$ cat config.mk
export PLATFORM = sky130hd
export DESIGN_NAME = multichannel_deadline_alarm_table
export DESIGN_NICKNAME = d
export VERILOG_FILES = /design/src/rtl/mdat_pkg.sv /design/src/rtl/mdat_cell.sv /design/src/rtl/multichannel_deadline_alarm_table.sv
export SDC_FILE = /design/constraint.sdc
export NUM_CORES = 1
export LEC_CHECK = 0
export BUFFER_PORTS_ARGS = -buffer_cell sky130_fd_sc_hd__buf_2
export CAP_MARGIN = 5
export CORE_ASPECT_RATIO = 0.5
export CORE_UTILIZATION = 63
export DETAILED_ROUTE_END_ITERATION = 16
export GPL_TIMING_DRIVEN = 1
export PLACE_DENSITY = 0.81
export SLEW_MARGIN = 40
export SYNTH_ARGS = -nofsm -noshare
export SYNTH_HDL_FRONTEND = slang
export SYNTH_SLANG_ARGS = --single-unit
export TNS_END_PERCENT = 10
$ cat constraint.sdc
create_clock -name clk -period 6.85 [get_ports clk]
set_input_delay 1.37 -clock clk [delete_from_list [all_inputs] [get_ports clk]]
set_output_delay 1.37 -clock clk [all_outputs]
set_load 0.02 [all_outputs]
$ cat src/rtl/mdat_pkg.sv
// Shared types and constants for the multichannel deadline alarm table.
// No dependencies; every RTL file of the block imports this package.
`default_nettype none

package mdat_pkg;

    localparam int DEADLINE_W = 32;
    localparam logic [DEADLINE_W-1:0] NO_DEADLINE = {DEADLINE_W{1'b1}};
    localparam logic [5:0] SECONDS_PER_MINUTE = 6'd60;
    localparam logic [7:0] MAX_MINUTES_RESET = 8'd60;

    typedef enum logic [1:0] {
        KIND_ARMED     = 2'd0,
        KIND_REJECTED  = 2'd1,
        KIND_ALARM     = 2'd2,
        KIND_BATCH_END = 2'd3
    } event_kind_t;

    localparam logic OP_TICK = 1'b0;
    localparam logic OP_ARM  = 1'b1;

    // Per-cycle control of one table cell.
    typedef struct packed {
        logic shift;
        logic write;
    } cell_ctrl_t;

endpackage

`default_nettype wire

$ cat src/rtl/mdat_cell.sv
// One deadline cell of the table ring.
// Depends on mdat_pkg for the deadline width, reset value and control struct.
`default_nettype none

module mdat_cell
    import mdat_pkg::*;
(
    input  wire logic                  clk,
    input  wire logic                  rst_n,
    input  wire cell_ctrl_t            ctrl,
    input  wire logic [DEADLINE_W-1:0] shift_in,
    input  wire logic [DEADLINE_W-1:0] wr_data,
    output logic      [DEADLINE_W-1:0] value
);

    logic [DEADLINE_W-1:0] value_reg;
    logic [DEADLINE_W-1:0] value_next;

    always_comb
    begin
        value_next = value_reg;
        if (ctrl.shift)
        begin
            value_next = shift_in;
        end
        else if (ctrl.write)
        begin
            value_next = wr_data;
        end
    end

    always_ff @(posedge clk or negedge rst_n)
    begin
        if (!rst_n)
        begin
            value_reg <= NO_DEADLINE;
        end
        else
        begin
            value_reg <= value_next;
        end
    end

    assign value = value_reg;

endmodule

`default_nettype wire

$ cat src/rtl/multichannel_deadline_alarm_table.sv
// Top level of the multichannel deadline alarm table: cell ring and scan control.
// Depends on mdat_pkg and mdat_cell.
//
// An arm request or a tick gives at most one beat. A tick whose time passes
// the earliest deadline starts a scan: the deadlines rotate through the ring
// of CHANNELS cells one position a cycle while the output is not stalled, past
// the compare logic at the head, and the scan is followed by a batch-end beat
// when any channel expired. A stall on the output holds the scan in place.
// No input beat is taken during a scan.
`default_nettype none

module multichannel_deadline_alarm_table
    import mdat_pkg::*;
#(
    parameter int CHANNELS = 16
)
(
    input  wire logic                  clk,
    input  wire logic                  rst_n,

    input  wire logic                  cfg_write,
    input  wire logic [7:0]            cfg_data,

    input  wire logic                  in_valid,
    output logic                       in_stall,
    input  wire logic                  opcode,
    input  wire logic [7:0]            channel_index,
    input  wire logic [7:0]            duration_minutes,
    input  wire logic [DEADLINE_W-1:0] now_seconds,

    output logic                       out_valid,
    input  wire logic                  out_stall,
    output logic [1:0]                 event_kind,
    output logic [3:0]                 event_channel,
    output logic [DEADLINE_W-1:0]      deadline_seconds,
    output logic                       last_of_run
);

    localparam int IDX_W = (CHANNELS > 1) ? $clog2(CHANNELS) : 1;
    localparam int EXT_W = (IDX_W > 4) ? IDX_W : 4;

    typedef enum logic [2:0] {
        ST_IDLE  = 3'b001,
        ST_SCAN  = 3'b010,
        ST_FLUSH = 3'b100
    } state_t;

    state_t                state_reg, state_next;
    logic [7:0]            max_minutes_reg, max_minutes_next;
    logic [DEADLINE_W-1:0] current_reg, current_next;
    logic [DEADLINE_W-1:0] earliest_reg, earliest_next;
    logic [IDX_W-1:0]      scan_idx_reg, scan_idx_next;
    logic                  hit_reg, hit_next;

    logic                  out_valid_reg, out_valid_next;
    event_kind_t           kind_reg, kind_next;
    logic [3:0]            channel_reg, channel_next;
    logic [DEADLINE_W-1:0] deadline_reg, deadline_next;
    logic                  last_reg, last_next;

    logic                  out_free;
    logic                  in_accept;
    logic                  arm_ok;
    logic [DEADLINE_W-1:0] arm_deadline;
    logic [13:0]           arm_seconds;
    logic                  head_expired;
    logic [DEADLINE_W-1:0] writeback;
    logic                  shift_en;
    logic [EXT_W-1:0]      scan_idx_ext;

    logic [DEADLINE_W-1:0] cell_value [CHANNELS];

    assign out_free  = !out_valid_reg || !out_stall;
    assign in_stall  = (state_reg != ST_IDLE) || !out_free;
    assign in_accept = in_valid && !in_stall;

    assign arm_ok = ({1'b0, channel_index} < 9'(CHANNELS))
                    && (duration_minutes <= max_minutes_reg)
                    && (current_reg != '0);
    assign arm_seconds  = 14'(duration_minutes) * 14'(SECONDS_PER_MINUTE);
    assign arm_deadline = DEADLINE_W'(arm_seconds) + current_reg;

    // The head cell holds the channel under test; an expired channel goes back
    // into the ring cleared.
    assign head_expired = cell_value[0] < current_reg;
    assign writeback    = head_expired ? NO_DEADLINE : cell_value[0];
    assign shift_en     = (state_reg == ST_SCAN) && out_free;
    assign scan_idx_ext = EXT_W'(scan_idx_reg);

    genvar k;
    generate
        for (k = 0; k < CHANNELS; k++)
        begin : g_cell
            cell_ctrl_t            ctrl;
            logic [DEADLINE_W-1:0] shift_in;

            assign ctrl.shift = shift_en;
            assign ctrl.write = in_accept && (opcode == OP_ARM) && arm_ok
                                && (channel_index == 8'(k));
            if (k == CHANNELS - 1)
            begin : g_tail
                assign shift_in = writeback;
            end
            else
            begin : g_body
                assign shift_in = cell_value[k+1];
            end

            mdat_cell u_cell (
                .clk      (clk),
                .rst_n    (rst_n),
                .ctrl     (ctrl),
                .shift_in (shift_in),
                .wr_data  (arm_deadline),
                .value    (cell_value[k])
            );
        end
    endgenerate

    always_comb
    begin
        state_next       = state_reg;
        max_minutes_next = max_minutes_reg;
        current_next     = current_reg;
        earliest_next    = earliest_reg;
        scan_idx_next    = scan_idx_reg;
        hit_next         = hit_reg;
        out_valid_next   = out_valid_reg && out_stall;
        kind_next        = kind_reg;
        channel_next     = channel_reg;
        deadline_next    = deadline_reg;
        last_next        = last_reg;

        if (cfg_write)
        begin
            max_minutes_next = cfg_data;
        end

        case (state_reg)
            ST_IDLE:
            begin
                if (in_accept)
                begin
                    if (opcode == OP_ARM)
                    begin
                        out_valid_next = 1'b1;
                        last_next      = 1'b1;
                        if (arm_ok)
                        begin
                            kind_next     = KIND_ARMED;
                            channel_next  = channel_index[3:0];
                            deadline_next = arm_deadline;
                            if (arm_deadline < earliest_reg)
                            begin
                                earliest_next = arm_deadline;
                            end
                        end
                        else
                        begin
                            kind_next     = KIND_REJECTED;
                            channel_next  = '0;
                            deadline_next = '0;
                        end
                    end
                    else
                    begin
                        current_next = now_seconds;
                        if (earliest_reg < now_seconds)
                        begin
                            state_next    = ST_SCAN;
                            earliest_next = NO_DEADLINE;
                            scan_idx_next = '0;
                            hit_next      = 1'b0;
                        end
                    end
                end
            end
            ST_SCAN:
            begin
                if (out_free)
                begin
                    if (head_expired)
                    begin
                        out_valid_next = 1'b1;
                        kind_next      = KIND_ALARM;
                        channel_next   = scan_idx_ext[3:0];
                        deadline_next  = cell_value[0];
                        last_next      = 1'b0;
                        hit_next       = 1'b1;
                    end
                    else if (cell_value[0] < earliest_reg)
                    begin
                        earliest_next = cell_value[0];
                    end
                    if (scan_idx_reg == IDX_W'(CHANNELS - 1))
                    begin
                        state_next = (hit_reg || head_expired) ? ST_FLUSH : ST_IDLE;
                    end
                    else
                    begin
                        scan_idx_next = scan_idx_reg + IDX_W'(1);
                    end
                end
            end
            ST_FLUSH:
            begin
                if (out_free)
                begin
                    out_valid_next = 1'b1;
                    kind_next      = KIND_BATCH_END;
                    channel_next   = '0;
                    deadline_next  = '0;
                    last_next      = 1'b1;
                    state_next     = ST_IDLE;
                end
            end
            default:
            begin
                state_next = ST_IDLE;
            end
        endcase
    end

    always_ff @(posedge clk or negedge rst_n)
    begin
        if (!rst_n)
        begin
            state_reg       <= ST_IDLE;
            max_minutes_reg <= MAX_MINUTES_RESET;
            current_reg     <= '0;
            earliest_reg    <= NO_DEADLINE;
            scan_idx_reg    <= '0;
            hit_reg         <= 1'b0;
            out_valid_reg   <= 1'b0;
        end
        else
        begin
            state_reg       <= state_next;
            max_minutes_reg <= max_minutes_next;
            current_reg     <= current_next;
            earliest_reg    <= earliest_next;
            scan_idx_reg    <= scan_idx_next;
            hit_reg         <= hit_next;
            out_valid_reg   <= out_valid_next;
        end
    end

    always_ff @(posedge clk)
    begin
        kind_reg     <= kind_next;
        channel_reg  <= channel_next;
        deadline_reg <= deadline_next;
        last_reg     <= last_next;
    end

    assign out_valid        = out_valid_reg;
    assign event_kind       = kind_reg;
    assign event_channel    = channel_reg;
    assign deadline_seconds = deadline_reg;
    assign last_of_run      = last_reg;

    // A tick past the earliest deadline must start a scan.
    a_tick_starts_scan: assert property (@(posedge clk) disable iff (!rst_n)
        (in_accept && opcode == OP_TICK && earliest_reg < now_seconds)
            |=> (state_reg == ST_SCAN))
        else $error("expired tick did not start a scan");

    // The batch-end beat is only owed when an alarm went out.
    a_flush_needs_hit: assert property (@(posedge clk) disable iff (!rst_n)
        (state_reg == ST_FLUSH) |-> hit_reg)
        else $error("batch end pending without any alarm");

    // Alarm beats never close a run; the batch-end beat always does.
    a_alarm_not_last: assert property (@(posedge clk) disable iff (!rst_n)
        (out_valid_reg && kind_reg == KIND_ALARM) |-> !last_reg)
        else $error("alarm beat marked as last of run");

    // The scan only advances while the output register can take a beat.
    a_scan_holds: assert property (@(posedge clk) disable iff (!rst_n)
        (state_reg == ST_SCAN && out_valid_reg && out_stall)
            |=> $stable(scan_idx_reg))
        else $error("scan advanced under output stall");

endmodule

`default_nettype wire
==> impl_metrics.py <==
metrics = {
    "run_status": {
        "status": "finished with violations",
        "violations": "negative setup slack",
    },
    "floorplan": {
        "start_util_pct": 64.54,
        "num_rows": 59,
        "die_w_um": 330.4,
        "core_area_um2": 52630,
        "ios": 103,
        "dieArea_um2": 54910,
        "die_y_um": 166.2,
    },
    "yosys": {
        "synth_area_leader_cell": "dfstp_2",
        "post-synth-top-count-cell": "nand2_1",
        "synth-edff-count": 39,
        "seq_area_frac_synth_pct": 49.16,
        "async_flop_share_pct": 93.83,
        "yosysWarnings": 0,
        "synth_area_um2": 33970,
        "synth_nets": 4019,
        "synth_area_leaders": "dfstp_2, o21ai_0, nand2_1, ha_1, a21oi_1",
        "yosysUniqueCellTypes": 78,
        "ys.flop_type": "dfstp_2",
        "synth_seq_cells": 632,
        "synth_cells": 3782,
        "synth_top_area_share_pct": 42.47,
        "syn_avg_cell_area_um2": 8.981,
        "synth_commonest_cells": "nand2_1, o21ai_0, dfstp_2, nor2_1, a21oi_1",
    },
    "critical_path": {
        "critPathLaunchType": "input port",
        "r2r_setup_slack_ps": 2180,
        "cp-end-kind": "flop",
        "worstPathMaxFanout": 8,
        "rr_worst_depth": 19,
        "timing.rr.start": "current_reg[2]",
        "cp_slowest_cell": "fa_1",
        "cp.arrival_ps": 7620,
        "reg2reg_to": "earliest_reg[1]",
        "required_ps": 7400,
        "critical_path_class": "input port to flop",
        "max_stage_delay_ps": 580,
    },
    "drt": {
        "wl_um": 96080,
        "wl_per_cell_um": 20.92,
        "vias_per_cell": 6.146,
        "antenna_left": 0,
        "drt-pass1-iter-count": 6,
        "num_vias": 28220,
        "drtIter0Drc": 3692,
        "post-route-drc-count": 0,
    },
    "clock_tree": {
        "cts_sinks": 632,
        "tritoncts": "built",
        "clock_latency_ps": 650,
        "clock_path_buffers": 3,
        "cts.clk_slew.worst_paths_ps": 70,
        "htree_levels": 2,
        "cts_inserted_buffers": 55,
        "root_buffer": "clkbuf_16",
    },
    "grt": {
        "grt_pass1_wl_um": 150300,
        "grt_overflow": 0,
        "gr-usage-all-layers_pct": 34.75,
        "grt_pass1_vias": 26800,
        "grt_max_degree": 238,
        "antenna_found_initial": 2,
    },
    "timing": {
        "setup_tns_ps": -4727,
        "finClkSkew_ps": 31.19,
        "final_max_slew_viol_count": 0,
        "max_freq_mhz": 141.4,
        "layout_setup_ws_ps": -220.4,
        "fin_hold_ws_ps": 454.9,
        "slew_headroom_pct": 41.38,
        "min_period_ps": 7070,
        "worst_pin_slew_ps": 876.5,
        "hold_violations": 0,
        "finalCritPeriodShare_pct": 103.2,
        "rsz0062_at_grt": "true",
        "setup_viol": 32,
    },
    "power": {
        "power_frac_seq_pct": 38.5,
        "power_frac_clock_pct": 19.9,
        "p_sw_share_pct": 41.18,
        "pwr_density_cell_nw_per_um2": 424.9,
        "internal_power_uw": 9487,
        "vdd_drop_max_uv": 306.4,
        "p_leak_uw": 0.01521,
        "p_switching_uw": 6641,
        "combPwrFrac_pct": 41.6,
    },
    "placed_design": {
        "dpl.hpwl_um": 64290,
        "numPortBuffers": 102,
        "globalplace.congestion": 0.9269,
    },
    "final_layout": {
        "seqCellArea_um2": 16700,
        "synthToLayoutAreaGrowth_pct": 11.73,
        "nFillCells": 3743,
        "fin_nets": 4082,
        "layout-drive-gt1-share_pct": 25.66,
        "multiInputGateArea_um2": 15920,
        "largest_register_ffs": 512,
    },
    "hold_path": {
        "hold_path_depth": 2,
        "min_from": "g_cell[7].u_cell.value[17]",
        "min_to": "g_cell[6].u_cell.value[17]",
        "hold_path.class": "flop to flop",
    },
    "job": {
        "maxCapViolations": 0,
    },
}
## timing repair
item                                   in CTS  in global routing
gates resized for setup                    12                 25
gates cloned                                0                  1
endpoints found under the hold margin       0                  0
setup buffers                               5                 11
setup endpoints to repair                  32                 32
hold buffers                                0                  0
pin swaps                                  11                 28
## power by group through the flow
stage	Clock (uW)	Combinational, uW	Sequential [uW]
CTS	3220	6350	6160
global placement	0	5990	6160
detailed placement	0	6230	6190
floorplan	0	3750	5870
global route	3390	7230	6300
finish	3210	6720	6200
## final cells by class
class | instances | share of cell area [%]
Tap cell | 701 | 2.311
Inverter | 153 | 1.533
Timing Repair Buffer | 271 | 5.357
Antenna cell | 2 | 0.01319
Multi-Input combinational cell | 2732 | 41.94
Sequential cell | 632 | 44.00
Clock buffer | 83 | 4.358
Clock inverter | 18 | 0.4879
## stage by stage
step	instances	utilization [%]	setup slack, ps	cell area (um^2)	power, uW
global route	4592	72.11	-419.5	37950	16920
finish	4592	72.11	-220.4	37950	16130
floorplan	3782	-	-356.5	34030	9621
global placement	4464	67.52	-1022	35540	12140
CTS	4576	71.52	5.306	37640	15730
detailed placement	4470	67.83	-1026	35700	12420
## cells by family (layout without fill, tap and decap cells)
family | Yosys count | in the layout | share of synthesized area [%]
flops | 632 | 632 | 49.16
buf+inv | 418 | 525 | 5.017
mux | 159 | 159 | 4.774
simple gates | 1243 | 1243 | 15.28
other cells | 0 | 2 | 0
compound gates | 1120 | 1120 | 17.86
fa+ha+maj | 175 | 175 | 6.756
xor+xnor | 35 | 35 | 1.157
## routing by layer
layer | part of all wire (%) | GRT usage [%]
met1 | 44 | 52.19
met2 | 43 | 49.95
met3 | 11 | 9.687
met4 | 1.9 | 7.674
met5 | 0 | 0
## worst max-delay path: cells and delay by family
| family | cells | cell delay, ps |
|---|---|---|
| fa+ha+maj | 5 | 2060 |
| buf+inv | 7 | 1000 |
| compound gates | 11 | 1930 |
| xor+xnor | 2 | 330 |
| mux | 1 | 280 |
| simple gates | 5 | 620 |
## placed cells by master, fill, tap and decap left out, types with 16 or more instances in the layout
cell | Yosys | routed
nand2_1 | 668 | 664
o21ai_0 | 565 | 562
dfstp_2 | 549 | 549
nor2_1 | 431 | 428
a21oi_1 | 344 | 338
ha_1 | 161 | 155
mux2i_1 | 150 | 150
buf_4 | 14 | 150
inv_1 | 152 | 149
buf_2 | 48 | 99
a31oi_1 | 63 | 63
clkbuf_16 | 0 | 58
dfrtp_1 | 44 | 44
edfxtp_1 | 39 | 39
nand4_1 | 31 | 31
o22ai_1 | 28 | 28
o21ai_1 | 17 | 20
nand3_1 | 17 | 17
a22o_1 | 17 | 17
xnor2_2 | 9 | 16
## worst max path at each step
stage | to | cells after the start | slack, ps | start
4_1_cts | earliest_reg[6] | 33 | 5 | duration_minutes[2]
2_1_floorplan | earliest_reg[0] | 29 | -360 | duration_minutes[0]
6_report | earliest_reg[1] | 31 | -220 | duration_minutes[0]
3_3_place_gp | earliest_reg[6] | 27 | -1020 | duration_minutes[0]
5_1_grt | earliest_reg[1] | 31 | -420 | duration_minutes[0]
3_5_place_dp | earliest_reg[6] | 28 | -1030 | duration_minutes[0]
(Power assumes the default switching activity.)
